### src/hw/rtl/mprd_pkg.sv
`timescale 1ns / 1ps

package mprd_pkg;

    localparam int SAMPLE_W    = 10;
    localparam int TIME_W      = 32;
    localparam int THRESH_W    = 10;
    localparam int PPR_W       = 8;
    localparam int RATE_W      = 40;
    localparam int CFG_DATA_W  = 10;
    localparam int CFG_INDEX_W = 1;
    localparam int DIV_STEPS   = RATE_W;
    localparam int DIV_CNT_W   = $clog2(DIV_STEPS);

    typedef logic [CFG_INDEX_W-1:0] cfg_index_t;

    localparam cfg_index_t REG_JUMP_THRESHOLD    = 1'b0;
    localparam cfg_index_t REG_PULSES_PER_REPORT = 1'b1;

    localparam logic [THRESH_W-1:0] JUMP_THRESHOLD_RST    = 10'd50;
    localparam logic [PPR_W-1:0]    PULSES_PER_REPORT_RST = 8'd2;

    // pulses per hour in thousandths: 3600 s/h * 1000 ms/s * 1000
    localparam logic [TIME_W-1:0] RATE_SCALE     = 32'd3600000000;
    localparam logic [RATE_W-1:0] RATE_SATURATED = 40'd918000000000;

endpackage

### src/hw/rtl/mprd_if.sv
`timescale 1ns / 1ps

interface mprd_in_if;
    logic                          valid;
    logic                          ready;
    logic [mprd_pkg::SAMPLE_W-1:0] sample;
    logic [mprd_pkg::TIME_W-1:0]   time_ms;

    modport source (output valid, output sample, output time_ms, input ready);
    modport sink   (input valid, input sample, input time_ms, output ready);
endinterface

interface mprd_out_if;
    logic                          valid;
    logic                          ready;
    logic [mprd_pkg::SAMPLE_W-1:0] edge_sample;
    logic                          report_valid;
    logic [mprd_pkg::RATE_W-1:0]   rate_milli;
    logic                          zero_interval;

    modport source (output valid, output edge_sample, output report_valid,
                    output rate_milli, output zero_interval, input ready);
    modport sink   (input valid, input edge_sample, input report_valid,
                    input rate_milli, input zero_interval, output ready);
endinterface

### src/hw/rtl/mprd_div.sv
`timescale 1ns / 1ps

// Restoring divider, one quotient bit per cycle through a single
// 33-bit compare/subtract. Divisor must be nonzero.
module mprd_div
(
    input  logic                          clk,
    input  logic                          rst_n,
    input  logic                          start,
    input  logic [mprd_pkg::RATE_W-1:0]   dividend,
    input  logic [mprd_pkg::TIME_W-1:0]   divisor,
    output logic                          done,
    output logic [mprd_pkg::RATE_W-1:0]   quotient
);

    logic [mprd_pkg::RATE_W-1:0]    quo_reg;
    logic [mprd_pkg::TIME_W-1:0]    rem_reg;
    logic [mprd_pkg::TIME_W-1:0]    dvs_reg;
    logic [mprd_pkg::DIV_CNT_W-1:0] cnt_reg;
    logic                           busy_reg;
    logic                           done_reg;

    logic [mprd_pkg::TIME_W:0]   rem_shift;
    logic [mprd_pkg::TIME_W:0]   rem_diff;
    logic                        q_bit;
    logic [mprd_pkg::TIME_W-1:0] rem_next;

    always_comb
    begin
        rem_shift = {rem_reg, quo_reg[mprd_pkg::RATE_W-1]};
        rem_diff  = rem_shift - {1'b0, dvs_reg};
        q_bit     = (rem_shift >= {1'b0, dvs_reg});
        rem_next  = q_bit ? rem_diff[mprd_pkg::TIME_W-1:0]
                          : rem_shift[mprd_pkg::TIME_W-1:0];
    end

    always_ff @(posedge clk or negedge rst_n)
    begin
        if (!rst_n)
        begin
            busy_reg <= 1'b0;
            done_reg <= 1'b0;
            cnt_reg  <= '0;
        end
        else
        begin
            done_reg <= 1'b0;
            if (start)
            begin
                busy_reg <= 1'b1;
                cnt_reg  <= mprd_pkg::DIV_CNT_W'(mprd_pkg::DIV_STEPS - 1);
            end
            else if (busy_reg)
            begin
                cnt_reg <= cnt_reg - 1'b1;
                if (cnt_reg == '0)
                begin
                    busy_reg <= 1'b0;
                    done_reg <= 1'b1;
                end
            end
        end
    end

    always_ff @(posedge clk)
    begin
        if (start)
        begin
            quo_reg <= dividend;
            rem_reg <= '0;
            dvs_reg <= divisor;
        end
        else if (busy_reg)
        begin
            quo_reg <= {quo_reg[mprd_pkg::RATE_W-2:0], q_bit};
            rem_reg <= rem_next;
        end
    end

    assign done     = done_reg;
    assign quotient = quo_reg;

endmodule

### src/hw/rtl/meter_pulse_rate_detector.sv
`timescale 1ns / 1ps
// A sample without an edge leaves the block in ST_IDLE. An edge without a report,
// or a report over a zero interval, goes through ST_DONE to the output register; a
// rate report goes through ST_MUL (multiply), ST_LOAD (divider load), ST_DIV
// (divider steps, quotient capture) and ST_DONE (result). ST_DONE waits while the
// output is full. Throughput: one sample at a time, taken only in ST_IDLE.
// Reset: asynchronous, active low; armed set, counters and time base cleared.
module meter_pulse_rate_detector
(
    input  logic                               clk,
    input  logic                               rst_n,
    input  logic                               cfg_we,
    input  logic [mprd_pkg::CFG_INDEX_W-1:0]   cfg_index,
    input  logic [mprd_pkg::CFG_DATA_W-1:0]    cfg_wdata,
    mprd_in_if.sink                            in_ch,
    mprd_out_if.source                         out_ch
);

    typedef enum logic [2:0] {
        ST_IDLE,
        ST_MUL,
        ST_LOAD,
        ST_DIV,
        ST_DONE
    } state_t;

    state_t state_reg;

    logic [mprd_pkg::THRESH_W-1:0] jump_threshold_reg;
    logic [mprd_pkg::PPR_W-1:0]    pulses_per_report_reg;

    logic [mprd_pkg::SAMPLE_W-1:0] prev_sample_reg;
    logic                          armed_reg;
    logic [mprd_pkg::PPR_W-1:0]    pulse_count_reg;
    logic [mprd_pkg::TIME_W-1:0]   last_time_reg;

    logic [mprd_pkg::SAMPLE_W-1:0] edge_sample_reg;
    logic                          report_reg;
    logic                          zero_reg;
    logic [mprd_pkg::PPR_W-1:0]    ppr_hold_reg;
    logic [mprd_pkg::TIME_W-1:0]   elapsed_reg;
    logic [mprd_pkg::RATE_W-1:0]   product_reg;
    logic [mprd_pkg::RATE_W-1:0]   rate_reg;

    logic                          out_valid_reg;
    logic [mprd_pkg::SAMPLE_W-1:0] out_sample_reg;
    logic                          out_report_reg;
    logic [mprd_pkg::RATE_W-1:0]   out_rate_reg;
    logic                          out_zero_reg;

    logic [mprd_pkg::SAMPLE_W:0]   limit;
    logic                          detect;
    logic [mprd_pkg::PPR_W-1:0]    count_inc;
    logic                          report_hit;
    logic [mprd_pkg::TIME_W-1:0]   elapsed;
    logic                          armed_next;
    logic [mprd_pkg::PPR_W-1:0]    pulse_count_next;
    logic                          in_beat;
    logic                          out_free;

    logic                          div_start;
    logic                          div_done;
    logic [mprd_pkg::RATE_W-1:0]   div_quotient;

    always_ff @(posedge clk or negedge rst_n)
    begin
        if (!rst_n)
        begin
            jump_threshold_reg    <= mprd_pkg::JUMP_THRESHOLD_RST;
            pulses_per_report_reg <= mprd_pkg::PULSES_PER_REPORT_RST;
        end
        else if (cfg_we)
        begin
            unique case (cfg_index)
                mprd_pkg::REG_JUMP_THRESHOLD:
                    jump_threshold_reg <= cfg_wdata[mprd_pkg::THRESH_W-1:0];
                mprd_pkg::REG_PULSES_PER_REPORT:
                    pulses_per_report_reg <= cfg_wdata[mprd_pkg::PPR_W-1:0];
                default: ;
            endcase
        end
    end

    always_comb
    begin
        limit      = {1'b0, prev_sample_reg} + {1'b0, jump_threshold_reg};
        detect     = armed_reg && ({1'b0, in_ch.sample} > limit);
        count_inc  = pulse_count_reg + 1'b1;
        report_hit = (count_inc >= pulses_per_report_reg);
        elapsed    = in_ch.time_ms - last_time_reg;

        // re-arm can never fire on the sample that detected the edge
        if (detect)
            armed_next = 1'b0;
        else if (!armed_reg && ({1'b0, in_ch.sample} < limit))
            armed_next = 1'b1;
        else
            armed_next = armed_reg;

        if (detect)
            pulse_count_next = report_hit ? '0 : count_inc;
        else
            pulse_count_next = pulse_count_reg;
    end

    assign in_beat  = in_ch.valid && in_ch.ready;
    assign out_free = !out_valid_reg || out_ch.ready;

    assign div_start = (state_reg == ST_LOAD);

    mprd_div u_div
    (
        .clk      (clk),
        .rst_n    (rst_n),
        .start    (div_start),
        .dividend (product_reg),
        .divisor  (elapsed_reg),
        .done     (div_done),
        .quotient (div_quotient)
    );

    always_ff @(posedge clk or negedge rst_n)
    begin
        if (!rst_n)
        begin
            state_reg       <= ST_IDLE;
            prev_sample_reg <= '0;
            armed_reg       <= 1'b1;
            pulse_count_reg <= '0;
            last_time_reg   <= '0;
            out_valid_reg   <= 1'b0;
        end
        else
        begin
            // in ST_DONE the output register is reloaded instead
            if (out_valid_reg && out_ch.ready && (state_reg != ST_DONE))
                out_valid_reg <= 1'b0;

            unique case (state_reg)
                ST_IDLE:
                begin
                    if (in_beat)
                    begin
                        prev_sample_reg <= in_ch.sample;
                        armed_reg       <= armed_next;
                        pulse_count_reg <= pulse_count_next;
                        if (detect)
                        begin
                            edge_sample_reg <= in_ch.sample;
                            report_reg      <= report_hit;
                            zero_reg        <= report_hit && (elapsed == '0);
                            ppr_hold_reg    <= pulses_per_report_reg;
                            elapsed_reg     <= elapsed;
                            if (report_hit)
                                last_time_reg <= in_ch.time_ms;
                            if (!report_hit)
                            begin
                                rate_reg  <= '0;
                                state_reg <= ST_DONE;
                            end
                            else if (elapsed == '0)
                            begin
                                rate_reg  <= mprd_pkg::RATE_SATURATED;
                                state_reg <= ST_DONE;
                            end
                            else
                            begin
                                state_reg <= ST_MUL;
                            end
                        end
                    end
                end
                ST_MUL:
                begin
                    product_reg <= mprd_pkg::RATE_W'(ppr_hold_reg)
                                 * mprd_pkg::RATE_W'(mprd_pkg::RATE_SCALE);
                    state_reg   <= ST_LOAD;
                end
                ST_LOAD:
                begin
                    state_reg <= ST_DIV;
                end
                ST_DIV:
                begin
                    if (div_done)
                    begin
                        rate_reg  <= div_quotient;
                        state_reg <= ST_DONE;
                    end
                end
                ST_DONE:
                begin
                    if (out_free)
                    begin
                        out_valid_reg  <= 1'b1;
                        out_sample_reg <= edge_sample_reg;
                        out_report_reg <= report_reg;
                        out_rate_reg   <= rate_reg;
                        out_zero_reg   <= zero_reg;
                        state_reg      <= ST_IDLE;
                    end
                end
                default:
                begin
                    state_reg <= ST_IDLE;
                end
            endcase
        end
    end

    assign in_ch.ready          = (state_reg == ST_IDLE);
    assign out_ch.valid         = out_valid_reg;
    assign out_ch.edge_sample   = out_sample_reg;
    assign out_ch.report_valid  = out_report_reg;
    assign out_ch.rate_milli    = out_rate_reg;
    assign out_ch.zero_interval = out_zero_reg;

endmodule

### src/flat_wrapper.sv
// flat-port wrapper written by rule: the top's interface ports become plain ports
module meter_pulse_rate_detector_flat 
  (clk, rst_n, cfg_we, cfg_index, cfg_wdata, in_ch_valid, in_ch_sample, in_ch_time_ms, in_ch_ready, out_ch_valid, out_ch_edge_sample, out_ch_report_valid, out_ch_rate_milli, out_ch_zero_interval, out_ch_ready);
  mprd_in_if in_ch_i ();
  mprd_out_if out_ch_i ();
  input  logic clk;
  input  logic rst_n;
  input  logic cfg_we;
  input  logic [mprd_pkg::CFG_INDEX_W-1:0] cfg_index;
  input  logic [mprd_pkg::CFG_DATA_W-1:0] cfg_wdata;
  input wire logic [$bits(in_ch_i.valid)-1:0] in_ch_valid;
  input wire logic [$bits(in_ch_i.sample)-1:0] in_ch_sample;
  input wire logic [$bits(in_ch_i.time_ms)-1:0] in_ch_time_ms;
  output wire logic [$bits(in_ch_i.ready)-1:0] in_ch_ready;
  output wire logic [$bits(out_ch_i.valid)-1:0] out_ch_valid;
  output wire logic [$bits(out_ch_i.edge_sample)-1:0] out_ch_edge_sample;
  output wire logic [$bits(out_ch_i.report_valid)-1:0] out_ch_report_valid;
  output wire logic [$bits(out_ch_i.rate_milli)-1:0] out_ch_rate_milli;
  output wire logic [$bits(out_ch_i.zero_interval)-1:0] out_ch_zero_interval;
  input wire logic [$bits(out_ch_i.ready)-1:0] out_ch_ready;
  assign in_ch_i.valid = in_ch_valid;
  assign in_ch_i.sample = in_ch_sample;
  assign in_ch_i.time_ms = in_ch_time_ms;
  assign in_ch_ready = in_ch_i.ready;
  assign out_ch_valid = out_ch_i.valid;
  assign out_ch_edge_sample = out_ch_i.edge_sample;
  assign out_ch_report_valid = out_ch_i.report_valid;
  assign out_ch_rate_milli = out_ch_i.rate_milli;
  assign out_ch_zero_interval = out_ch_i.zero_interval;
  assign out_ch_i.ready = out_ch_ready;
  meter_pulse_rate_detector u_core (.clk(clk), .rst_n(rst_n), .cfg_we(cfg_we), .cfg_index(cfg_index), .cfg_wdata(cfg_wdata), .in_ch(in_ch_i), .out_ch(out_ch_i));
endmodule
### config.mk
export PLATFORM = sky130hd
export DESIGN_NAME = meter_pulse_rate_detector_flat
export DESIGN_NICKNAME = d
export VERILOG_FILES = /design/src/hw/rtl/mprd_pkg.sv /design/src/hw/rtl/mprd_if.sv /design/src/hw/rtl/mprd_div.sv /design/src/hw/rtl/meter_pulse_rate_detector.sv /design/src/flat_wrapper.sv
export SDC_FILE = /design/constraint.sdc
export NUM_CORES = 1
export LEC_CHECK = 0
export BUFFER_PORTS_ARGS = -buffer_cell sky130_fd_sc_hd__buf_4
export CELL_PAD_IN_SITES_DETAIL_PLACEMENT = 1
export CELL_PAD_IN_SITES_GLOBAL_PLACEMENT = 1
export CORE_ASPECT_RATIO = 0.75
export CORE_MARGIN = 2
export CORE_UTILIZATION = 54
export CTS_CLUSTER_DIAMETER = 40
export DETAILED_ROUTE_END_ITERATION = 8
export GPL_ROUTABILITY_DRIVEN = 1
export PLACE_DENSITY = 0.94
export SETUP_SLACK_MARGIN = 0.15
export SLEW_MARGIN = 20
export SYNTH_ARGS = -nofsm -noshare
export SYNTH_HDL_FRONTEND = slang
export SYNTH_SLANG_ARGS = --single-unit
### constraint.sdc
create_clock -name clk -period 15.49 [get_ports clk]
set_clock_uncertainty 0.15 [all_clocks]
set_input_delay 0.7745 -clock clk [delete_from_list [all_inputs] [get_ports clk]]
set_output_delay 0.7745 -clock clk [all_outputs]
set_load 0.03 [all_outputs]
# Word level (Yosys, flattened, before mapping)

Index checks and enable logic that the tools add are counted.

Flip-flop bits (word level): 359
Input port bits: 58
Output and inout bits: 54
Logic and storage cells: 103

Add/sub/neg operators: 5
Multipliers: 1
$lt $le $gt $ge: 4
Equal/unequal tests: 10
Muxes and demuxes: 30
Bitwise operators: 1
Reductions and logical operators: 26

Operator list:

| kind                                                                 | count |
|---|---|
| 40-bit two-way mux                                                   | 7 |
| 40-bit case mux with 2 select lines                                  | 1 |
| 32-bit subtractor                                                    | 2 |
| 33-bit by 32-bit >= comparator with 1-bit output                     | 1 |
| 32-bit logical NOT                                                   | 1 |
| 32-bit two-way mux                                                   | 1 |
| 8-bit by 22-bit multiplier with 30-bit output, second input constant | 1 |
| 3-bit two-way mux                                                    | 6 |
| 3-bit case mux with 5 select lines                                   | 1 |
| 6-bit two-way mux                                                    | 2 |
| 4-bit AND reduction                                                  | 3 |
| 10-bit by 10-bit adder with 11-bit output                            | 1 |
| 10-bit by 11-bit > comparator with 1-bit output                      | 1 |
| 10-bit by 11-bit less-than comparator with 1-bit output              | 1 |
| 1-bit two-way mux                                                    | 11 |
| 3-bit AND reduction                                                  | 3 |
| 8-bit by 1-bit adder with 8-bit output, second input constant        | 1 |
| 8-bit >= comparator                                                  | 1 |
| 8-bit two-way mux                                                    | 1 |
| 2-bit AND reduction                                                  | 4 |
| 3-bit by 2-bit == test with 1-bit output, second input constant      | 2 |
| 1-bit logical AND                                                    | 6 |
| 6-bit logical NOT                                                    | 1 |
| 2-bit inequality test, second input constant                         | 3 |
| other kinds (11)                                                     | 15 |

# Longest topological paths before layout

Gate-level depths: netlist (run 1).

Depth in word-level cells: 7
Depth in mapped cells: 21
Gate-level depth less buffers: 20

# Hierarchy

Synthesis (run 1) repeated with hierarchy kept, for this count alone.

Cells, all modules: 1798
Area, all modules: 20557.2 µm²

Modules (own cells, without submodules):

| module                    | instances | cells each | area each (µm²) | sequential area each (µm²) |
|---|---|---|---|---|
| meter_pulse_rate_detector | 1         | 1156       | 14054.7         | 7058.0 |
| mprd_div                  | 1         | 642        | 6502.5          | 3002.9 |

# Least setup slack after synthesis (run 1)

Ideal clock, no wire load.

Path kind: input port to flip-flop
Start point: input port in_ch_time_ms[0]
End point: register u_core.rate_reg[0] (netlist name) (enable)
Setup time: 0.462 ns
Arrival time: 5.720 ns
Data required time: 14.878 ns
Path slack: 9.158 ns
Stages on the path: 13
Cell sequence: inv_1 > ha_1 > fa_1 > nand2b_1 > a21oi_1 > o21ai_2 > a21oi_2 > nor4b_1 > or4b_4 > or4_1 > nor3_2 > nand4_1 > o41ai_2

Word-level cells in the longest chain between the ends: 4

Ends and longest elaborated chain:

| element                                | RTL line                         | RTL |
|---|---|---|
| start: declaration                     | flat_wrapper.sv:13               | `input wire logic [$bits(in_ch_i.time_ms)-1:0] in_ch_time_ms;` |
| 32-bit subtractor                      | meter_pulse_rate_detector.sv:90  | `elapsed = in_ch.time_ms - last_time_reg;` |
| via u_core.elapsed (one bit)           | meter_pulse_rate_detector.sv:55  | `logic [mprd_pkg::TIME_W-1:0] elapsed;` |
| 32-bit logical NOT                     | meter_pulse_rate_detector.sv:161 | `else if (elapsed == '0)` |
| 3-bit inequality test (no source line) | --                               |  |
| 6-bit AND reduction (no source line)   | --                               |  |
| end signal: assignment                 | meter_pulse_rate_detector.sv:163 | `rate_reg <= mprd_pkg::RATE_SATURATED;` |
| end signal: assignment                 | meter_pulse_rate_detector.sv:187 | `rate_reg <= div_quotient;` |
| end: declaration                       | meter_pulse_rate_detector.sv:43  | `logic [mprd_pkg::RATE_W-1:0] rate_reg;` |

The timed path passes the listed nets, and every way through them passes these cells.
A chain may end at the register's enable or synchronous reset.

# Final worst setup path (run 1)

Start point: register u_core.ppr_hold_reg[6] (netlist name)
End point: register u_core.product_reg[36] (netlist name) (data pin)

Word-level cells in the longest chain between the ends: 1

Ends and longest elaborated chain:

| element                                       | RTL line                         | RTL |
|---|---|---|
| start: declaration                            | meter_pulse_rate_detector.sv:40  | `logic [mprd_pkg::PPR_W-1:0] ppr_hold_reg;` |
| start signal: assignment                      | meter_pulse_rate_detector.sv:152 | `ppr_hold_reg <= pulses_per_report_reg;` |
| 8-bit by 22-bit multiplier with 30-bit output | meter_pulse_rate_detector.sv:176 | `* mprd_pkg::RATE_W'(mprd_pkg::RATE_SCALE);` |
| end signal: assignment                        | meter_pulse_rate_detector.sv:175 | `product_reg <= mprd_pkg::RATE_W'(ppr_hold_reg)` |
| end: declaration                              | meter_pulse_rate_detector.sv:42  | `logic [mprd_pkg::RATE_W-1:0] product_reg;` |

No other way between the ends.

==> results_dict.tcl, run 1 <==
set metrics [dict create \
    drive_gt1_share_pct 13.5 \
    setup_tns_ns 0 \
    syn-instance-count 1847 \
    postSynthRegisterBits 359 \
    worst_setup_path_end_kind "flip-flop" \
    synth_fp_nets 2113 \
    clk_latency_ns 0.57 \
    cts_root_buffer "clkbuf_16" \
    numCtsBuffers 45 \
    wl_per_cell_um 23.5 \
    cp_max_fo 8 \
    hold_viol 0 \
    synth_edf_count 246 \
    ant_nets 0 \
    place_congestion 0.904 \
    power.share.combinational_pct 36.9 \
    syn_to_final_growth_pct 14.6 \
    worstPathRequired_ns 15.66 \
    power.density_nw_per_um2 171 \
    max-clock-path-buffers 3 \
    die_w_um 227 \
    worstMarginPinSlew_ns 1.09 \
    p_clk_share_pct 27.8 \
    wl_um 58800 \
    maxSlewHeadroom_pct 27.4 \
    fill_cells 3899 \
    initial_utilization_pct 54.6 \
    track_usage_pct 30.6 \
    fin_crit_sh_pct 39.5 \
    overflow 0 \
    period_minus_slack_ns 6.12 \
    hold_path.class "input port to flip-flop" \
    cts-htree-levels 2 \
    row_count 61 \
    first_iter_violations 1064 \
    routed_via_density 6.08 \
    synth-main-ff-cell "edfxtp_1" \
    io_pins 112 \
    cp.arrival_ns 6.28 \
    vias 15207 \
    cts_hold_buf 1 \
    dieHeight_um 171 \
    rsz0062_at_grt "no" \
    cts_tree "yes" \
    post_cts_resized 0 \
    postCtsSetupBuffers 0 \
    leakagePower_nw 10.0 \
    drc 0 \
    final_max_slew_viol_count 0 \
    switching_share_pct 36.5 \
    async_flop_share_pct 22.6 \
    core_um2 36900 \
    finalSetupViolCount 0 \
    power_mw 3.96 \
    hpwlAfterDp_um 40400 \
    p_int_mw 2.51 \
    syn_area_um2 20200 \
    cp-start-kind "flip-flop" \
    synth_cell_types 79 \
    worstSetupPathType "flip-flop to flip-flop" \
    ir_drop_mv 0.108 \
    nets 2229 \
    p_seq_share_pct 35.4 \
    syn_avg_cell_area_um2 10.9 \
    first_global_vias 16508 \
    yosysWarnings 0 \
    p_sw_mw 1.45 \
    first_pass_iters 5 \
    seq_area_frac_synth_pct 49.9 \
    clkTransAtPathRegs_ns 0.06 \
    status "finished, final reports clean" \
    grt_first_pass_wirelength_um 91700 \
    grt_max_degree 74 \
    clock.fmax_mhz 163 \
    dieArea_um2 38900 \
    drv_cap 0 \
    numClockSinks 359 \
    numPortBuffers 111 \
    grt_antenna_before_repair 0 \
]
[per-stage QoR]
| stage | utilization, % | setup slack, ns | hold WS, ns | std cells | instance area (µm²) |
|---|---|---|---|---|---|
| finish | 62.6 | 9.37 | 0.259 | 2503 | 23100 |
| global route | 62.6 | 9.14 | 0.242 | 2502 | 23100 |
| CTS | 62.6 | 9.45 | 0.239 | 2502 | 23100 |
| detailed placement | 58.3 | 9.68 | 0.256 | 2419 | 21600 |
| global placement | 58.3 | 9.97 | 0.252 | 2419 | 21600 |
| floorplan | - | 9.16 | 0.250 | 1847 | 20200 |
[worst paths after layout]
check	from	end	slack (ns)	cells past startpoint
max	u_core.ppr_hold_reg[6]$_DFFE_PP_	u_core.product_reg[36]$_DFFE_PP_	9.37	18
min	in_ch_sample[8]	u_core.edge_sample_reg[8]$_DFFE_PP_	0.26	1
max reg2reg	u_core.ppr_hold_reg[6]$_DFFE_PP_	u_core.product_reg[36]$_DFFE_PP_	9.37	18
min reg2reg	u_core.report_reg$_DFFE_PP_	u_core.out_ch.report_valid$_DFFE_PP_	0.27	0
max in group asynchronous	rst_n	u_core.last_time_reg[6]$_DFFE_PN0P_	13.40	3
min in group asynchronous	rst_n	u_core.u_div.cnt_reg[3]$_DFFE_PN0P_	0.55	2
[cell usage in the layout (no fill, tap or decap), types with 18 or more instances in the layout]
master | synthesis | final
a21oi_1 | 115 | 115
buf_4 | 0 | 124
a31oi_1 | 19 | 19
dfrtp_1 | 76 | 75
a21o_1 | 42 | 42
fa_1 | 42 | 42
nand2b_1 | 20 | 18
o21a_1 | 32 | 32
mux2_2 | 33 | 33
o21ai_0 | 90 | 90
xnor2_1 | 50 | 50
nor2b_1 | 19 | 19
nor2_1 | 89 | 87
ha_1 | 166 | 166
inv_1 | 172 | 171
nor3_1 | 29 | 28
xor2_1 | 26 | 26
clkbuf_16 | 0 | 46
dfxtp_1 | 32 | 32
edfxtp_1 | 246 | 246
nand2_1 | 204 | 204
and2_1 | 19 | 18
and3_1 | 37 | 37
a211oi_1 | 22 | 22
nand3_1 | 28 | 28
[logic make-up after synthesis]
kind of cell	synth area share (%)
buffers and inverters	4.30
and+or+nand+nor	12.4
muxes	2.59
AOI/OAI and AO/OA	13.1
xor gates and xnor gates	3.30
DFF	49.9
adders and majority gates	14.5
[cells in the mapped netlist, types with 7 or more instances]
master	number	share of area [%]
mux2i_1	15	0.74
o21a_1	32	1.2
a211oi_1	22	0.82
a21o_1	42	1.6
nand3_1	28	0.69
clkbuf_1	48	0.89
dfrtp_1	76	9.4
o211ai_1	9	0.33
a31oi_1	19	0.59
xor2_1	26	1.1
nor3b_1	7	0.26
fa_1	42	4.2
nor2b_1	19	0.59
buf_2	7	0.17
xnor2_1	50	2.2
nor3_1	29	0.72
mux2_2	33	1.8
nor2_1	89	1.7
and2_1	19	0.59
nor4_1	8	0.25
nand2_1	204	3.8
nand4_1	14	0.43
inv_1	172	3.2
dfxtp_1	32	3.2
and3_1	37	1.1
a21oi_1	115	2.9
or2_2	9	0.28
o21bai_1	13	0.48
ha_1	166	10
nand2b_1	20	0.62
edfxtp_1	246	37
o21ai_0	90	2.2
[worst max-delay path, cell delays in order (launching register included)]
cell      delay, ns
edfxtp_1       0.55
ha_1           0.41
inv_1          0.10
fa_1           0.50
inv_1          0.06
fa_1           0.51
fa_1           0.54
ha_1           0.41
a211oi_1       0.30
o211ai_1       0.18
a41oi_1        0.40
o21ai_0        0.25
or4_1          0.47
a31oi_1        0.28
a21oi_1        0.18
nand2_1        0.15
nand2b_1       0.07
a21oi_1        0.23
xnor2_1        0.11
[area by class of cell]
class | count | area, µm² | share of cell area (%)
Multi-Input combinational cell | 1259 | 9280 | 40.1
Clock inverter | 31 | 375 | 1.62
Timing Repair Buffer | 125 | 941 | 4.07
Clock buffer | 51 | 1180 | 5.10
Inverter | 173 | 649 | 2.81
Sequential cell | 359 | 10100 | 43.5
Antenna cell | 1 | 2.50 | 0.0108
Tap cell | 504 | 631 | 2.73
[power by group through the flow]
stage | clock (mW) | combinational, mW | sequential (mW)
floorplan | 0 | 1.05 | 1.36
global placement | 0 | 1.26 | 1.39
detailed placement | 0 | 1.39 | 1.41
CTS | 1.11 | 1.45 | 1.40
global route | 1.15 | 1.60 | 1.41
finish | 1.10 | 1.46 | 1.40
[per-layer routing]
| metal | up-vias | global-route usage, % | part of all wire (%) |
|---|---|---|---|
| li1 | 6837 | - | - |
| met1 | 7626 | 38.0 | 41 |
| met2 | 589 | 53.8 | 50 |
| met3 | 155 | 5.55 | 6.4 |
| met4 | 0 | 10.5 | 2.9 |
| met5 | - | 0 | 0 |
No activity file was read; power rests on OpenSTA's default activity.
==> run 2: changes to the inputs <==
CORE_UTILIZATION = 50   (was 54)
PLACE_DENSITY = 0.89   (was 0.94)
clock period = 5.95 ns   (was 15.49 ns; I/O delays follow)
==> run 2 against run 1 <==
Compared with the run above:
- cell count up 3.0%
- core utilization down 2.7 points
- critical path type unchanged
- global-route usage down 2.9 points
- highest routed layer unchanged
==> results_dict.tcl, run 2 (synthesized netlist as in run 1, its figures left out) <==
set metrics [dict create \
    r2r-start "u_core.ppr_hold_reg[5]$_DFFE_PP_" \
    numCtsBuffers 46 \
    row_count 63 \
    clkTransAtPathRegs_ns 0.06 \
    worstPathRequired_ns 6.09 \
    initial_utilization_pct 50.9 \
    hold_path.class "input port to flip-flop" \
    die_w_um 236 \
    power.density_nw_per_um2 430 \
    fin_crit_sh_pct 92.7 \
    dieArea_um2 42000 \
    core_um2 39600 \
    grt_first_pass_wirelength_um 90500 \
    setup_tns_ns 0 \
    period_minus_slack_ns 5.52 \
    first_iter_violations 1010 \
    syn_to_final_growth_pct 17.6 \
    drv_cap 0 \
    wl_per_cell_um 22.3 \
    leakagePower_nw 10.3 \
    worst_setup_path_end_kind "flip-flop" \
    status "finished, final reports clean" \
    cts_tree "yes" \
    clock.fmax_mhz 181 \
    hold_viol 0 \
    clk_latency_ns 0.58 \
    numClockSinks 359 \
    ir_drop_mv 0.305 \
    final_max_slew_viol_count 0 \
    layout_commonest_cell "edfxtp_1" \
    ant_nets 0 \
    min_path_cells 3 \
    reg2reg_slack_ns 0.43 \
    utilization_pct 59.8 \
    r2r-end "u_core.product_reg[36]$_DFFE_PP_" \
    holdPathEnd "u_core.out_ch.valid$_DFF_PN0_" \
    min_from "out_ch_ready" \
    layout_common_cells "edfxtp_1 (246), nand2_1 (203), inv_1 (171)" \
    hpwlAfterDp_um 38500 \
    finalSetupViolCount 0 \
    drive_gt1_share_pct 13.8 \
    worstMarginPinSlew_ns 1.07 \
    rsz0062_at_grt "no" \
    wl_um 57400 \
    cts-htree-levels 2 \
    track_usage_pct 27.6 \
    cp-start-kind "flip-flop" \
    overflow 0 \
    first_global_vias 16173 \
    maxSlewHeadroom_pct 28.4 \
    grt_max_degree 74 \
    cp.arrival_ns 5.66 \
    numPortBuffers 111 \
    nets 2289 \
    fill_cells 4140 \
    r2r_cells 18 \
    antenna_cells 0 \
    max-clock-path-buffers 3 \
    routed_via_density 5.84 \
    vias 15058 \
    place_congestion 0.855 \
    drc 0 \
    dieHeight_um 178 \
    worstSetupPathType "flip-flop to flip-flop" \
    cp_max_fo 5 \
    grt_antenna_before_repair 0 \
    io_pins 112 \
    first_pass_iters 7 \
    cts_root_buffer "clkbuf_16" \
]
==> run 2: changes by cell type in the layout (fill, tap and decap cells not counted), sizes merged, moves of 3 or more <==
| cell | change |
|---|---|
| dlygate4sd3 | +52 |
| buf | +7 |
| clkbuf | +5 |
| inv | +5 |
| bufinv | -4 |
| clkinv | -3 |
==> run 2: final cells by class <==
| cell class | instances | area (µm²) | share of cell area (%) |
|---|---|---|---|
| multi-input cells | 1259 | 9290 | 39.2 |
| flip-flops and latches | 359 | 10100 | 42.4 |
| well taps | 520 | 651 | 2.74 |
| clock buffers | 56 | 1250 | 5.27 |
| repair buffers | 184 | 1530 | 6.46 |
| inverters | 173 | 649 | 2.74 |
| clock inverters | 28 | 289 | 1.22 |
==> run 2: worst max path at each step <==
stage                                             start                               end  slack (ns)  cells after the start
3_3_place_gp           u_core.ppr_hold_reg[5]$_DFFE_PP_  u_core.product_reg[36]$_DFFE_PP_        0.39                     18
2_1_floorplan  u_core.jump_threshold_reg[1]$_DFFE_PN1P_  u_core.rate_reg[0]$_SDFFCE_PN0P_        0.73                     17
4_1_cts                u_core.ppr_hold_reg[5]$_DFFE_PP_  u_core.product_reg[36]$_DFFE_PP_        0.18                     18
3_5_place_dp           u_core.ppr_hold_reg[5]$_DFFE_PP_  u_core.product_reg[36]$_DFFE_PP_        0.23                     18
6_report               u_core.ppr_hold_reg[5]$_DFFE_PP_  u_core.product_reg[36]$_DFFE_PP_        0.43                     18
5_1_grt                u_core.ppr_hold_reg[5]$_DFFE_PP_  u_core.product_reg[36]$_DFFE_PP_        0.15                     18
==> run 2: worst max-delay path: stages (launching register included) <==
cell	delay, ns
edfxtp_1	0.46
ha_1	0.36
inv_1	0.09
fa_1	0.51
inv_1	0.06
fa_1	0.52
fa_1	0.51
ha_1	0.38
a211oi_1	0.26
o211ai_1	0.18
a41oi_2	0.28
o21ai_1	0.15
or4_1	0.47
a31oi_1	0.22
a21oi_1	0.14
nand2_1	0.10
nand2b_1	0.07
a21oi_1	0.20
xnor2_1	0.13
==> run 2: metal layers <==
| metal | GRT usage, % | routed length, µm | vias up |
|---|---|---|---|
| met5 | 0 | 0 | - |
| met4 | 7.48 | 1220 | 0 |
| met3 | 4.25 | 2890 | 85 |
| met2 | 47.0 | 27700 | 444 |
| met1 | 37.1 | 25600 | 7564 |
| li1 | - | - | 6965 |
==> run 2: through the flow <==
stage | worst slack [ns] | hold slack (ns) | power, mW | instance area [µm²] | instances
floorplan | 0.733 | -0.148 | 6.26 | 20200 | 1847
global placement | 0.393 | 0.0281 | 6.88 | 21600 | 2437
detailed placement | 0.230 | 0.0349 | 7.20 | 21600 | 2437
CTS | 0.178 | 0.0129 | 10.2 | 23700 | 2574
global route | 0.149 | 0.0421 | 10.8 | 23700 | 2579
finish | 0.433 | 0.0367 | 10.2 | 23700 | 2579
==> run 2: timing repair <==
action / CTS / global route
setup endpoints to repair: 0 / 126
endpoints found under the hold margin: 82 / 0
buffers inserted: 0 / 5
resized for setup: 0 / 9
hold buffers: 53 / 0
==> run 2: power breakdown <==
part / total, mW / switching (mW) / leakage [nW] / internal [mW]
logic: 3.74 / 2.20 / 6.12 / 1.54
clock network: 2.83 / 1.20 / 0.755 / 1.63
registers: 3.64 / 0.326 / 3.42 / 3.31
total: 10.2 / 3.73 / 10.3 / 6.48
==> run 3: changes to the inputs <==
BUFFER_PORTS_ARGS = unset   (was -buffer_cell sky130_fd_sc_hd__buf_4)
CORE_UTILIZATION = 52   (was 50)
DONT_BUFFER_PORTS = 1   (was unset)
GPL_TIMING_DRIVEN = 0   (was unset)
==> run 3 against run 2 <==
Compared with the run above:
- clock power about the same
- sequential power about the same
- largest cell class unchanged
- cell area down 1.8%
==> results_dict.tcl, run 3 (synthesized netlist as in run 1, its figures left out) <==
set metrics [dict create \
    status "finished, final reports clean" \
    hold_viol 0 \
    grt_max_degree 82 \
    cts_root_buffer "clkbuf_16" \
    clkTransAtPathRegs_ns 0.06 \
    worstPathRequired_ns 6.08 \
    worst_setup_path_end_kind "flip-flop" \
    core_um2 38200 \
    p_seq_share_pct 34.9 \
    overflow 0 \
    dieArea_um2 40400 \
    first_iter_violations 1092 \
    hpwlAfterDp_um 40800 \
    cts_tree "yes" \
    drive_gt1_share_pct 9.20 \
    p_clk_share_pct 27.3 \
    setup_ws_ns 0.204 \
    wl_per_cell_um 24.2 \
    clock.fmax_mhz 174 \
    first_global_vias 16705 \
    dp.cells 2371 \
    ir_drop_mv 0.281 \
    layout_common_cells "edfxtp_1 (246), nand2_1 (204), inv_1 (172)" \
    cp.arrival_ns 5.88 \
    first_pass_iters 5 \
    min_path_cells 3 \
    dieHeight_um 175 \
    p_sw_mw 3.96 \
    switching_share_pct 37.9 \
    power_mw 10.4 \
    wl_um 61100 \
    worstSetupPathType "flip-flop to flip-flop" \
    row_count 62 \
    power.density_nw_per_um2 449 \
    utilization_pct 60.9 \
    cp-start-kind "flip-flop" \
    place_congestion 0.912 \
    r2r-start "u_core.jump_threshold_reg[1]$_DFFE_PN1P_" \
    drv_cap 0 \
    cp_max_fo 13 \
    vias 15382 \
    startpoint "u_core.jump_threshold_reg[1]$_DFFE_PN1P_" \
    maxSlewHeadroom_pct 34.5 \
    cp-endpoint "u_core.rate_reg[22]$_SDFFCE_PN0P_" \
    rsz0062_at_grt "no" \
    leakagePower_nw 9.91 \
    layout_commonest_cell "edfxtp_1" \
    grt_antenna_before_repair 2 \
    r2r_cells 22 \
    io_pins 112 \
    nets 2239 \
    r2r-end "u_core.rate_reg[22]$_SDFFCE_PN0P_" \
    p_int_mw 6.49 \
    fin_crit_sh_pct 96.6 \
    numClockSinks 359 \
    clk_latency_ns 0.60 \
    grt_first_pass_wirelength_um 95900 \
    cts-htree-levels 2 \
    max-clock-path-buffers 3 \
    routed_via_density 6.09 \
    numCtsBuffers 47 \
    hold_slack_ns 0.0482 \
    finalSetupViolCount 0 \
    drc 0 \
    period_minus_slack_ns 5.75 \
    die_w_um 231 \
    track_usage_pct 30.7 \
    ant_nets 0 \
    syn_to_final_growth_pct 15.5 \
    fin_cells 2525 \
    numPortBuffers 0 \
    power.share.combinational_pct 37.8 \
    reg2reg_slack_ns 0.20 \
    final_max_slew_viol_count 0 \
    hold_path.class "input port to flip-flop" \
    initial_utilization_pct 52.7 \
    place_ws_ns 0.0315 \
    fill_cells 3982 \
    worstMarginPinSlew_ns 0.971 \
]
-- run 3: changes by cell type in the layout (fill, tap and decap cells not counted), sizes merged --
cell,delta
buf,-101
clkbuf,+48
clkinv,+3
clkinvlp,+3
inv,-3
diode,+2
dlygate4sd3,+2
-- run 3: worst min path at each step --
stage	start	slack [ns]	to
floorplan	rst_n	-0.15	u_core.jump_threshold_reg[0]$_DFFE_PN0P_
global placement	rst_n	-0.15	u_core.last_time_reg[8]$_DFFE_PN0P_
detailed placement	rst_n	-0.15	u_core.last_time_reg[8]$_DFFE_PN0P_
CTS	rst_n	0.02	u_core.product_reg[39]$_DFFE_PP_
global route	rst_n	0.04	u_core.product_reg[38]$_DFFE_PP_
finish	rst_n	0.05	u_core.product_reg[32]$_DFFE_PP_
-- run 3: critical path, stage by stage (launching register included) --
cell,delay (ns)
dfstp_2,0.60
ha_1,0.25
a21o_1,0.16
a21oi_1,0.27
o21bai_1,0.13
a21oi_1,0.26
o21bai_1,0.14
a21oi_1,0.30
o21bai_1,0.16
a21oi_1,0.27
xor2_1,0.11
ha_1,0.32
nand3_1,0.15
nor3b_1,0.26
o21ai_0,0.19
a21boi_2,0.27
and2_2,0.29
nand2b_1,0.16
a21o_1,0.24
o41ai_4,0.05
buf_4,0.20
buf_4,0.24
buf_4,0.26
-- run 3: cell type report --
cell class	count	area [µm²]	area share (%)
Antenna cell	2	5.00	0.0215
Buffer	56	221	0.951
Clock buffer	56	1230	5.28
Clock inverter	31	330	1.42
Inverter	173	649	2.79
Multi-Input combinational cell	1259	9320	40.0
Sequential cell	359	10100	43.2
Tap cell	512	641	2.75
Timing Repair Buffer	77	830	3.56
-- run 3: per-stage QoR --
step / cell area [µm²] / TNS (ns)
final: 23300 / 0
after global routing: 23300 / 0
after CTS: 23200 / 0
after detailed placement: 21000 / 0
after global placement: 20800 / -33.52
after floorplan: 20200 / 0
-- run 3: power by group through the flow --
stage	sequential [mW]	clock, mW	combinational, mW
final	3.65	2.85	3.95
after CTS	3.63	2.86	3.82
after global placement	3.63	0	3.34
after floorplan	3.53	0	2.73
after detailed placement	3.66	0	3.65
after global routing	3.69	2.97	4.31
-- run 3: metal layers --
metal  global-route usage [%]  vias to the layer above  wire length [µm]
li1                         -                     6868                 -
met5                        0                        -                 0
met2                     53.2                      586             30200
met1                     38.8                     7784             25300
met4                     9.92                        0              1820
met3                     5.64                      144              3840
-- run 3: timing repair --
action | 4_1_cts | 5_1_grt
setup endpoints to repair | 28 | 70
pin swaps | 1 | 1
hold buffers | 56 | 0
endpoints found under the hold margin | 156 | 0
resized for setup | 1 | 10
setup buffers | 4 | 5
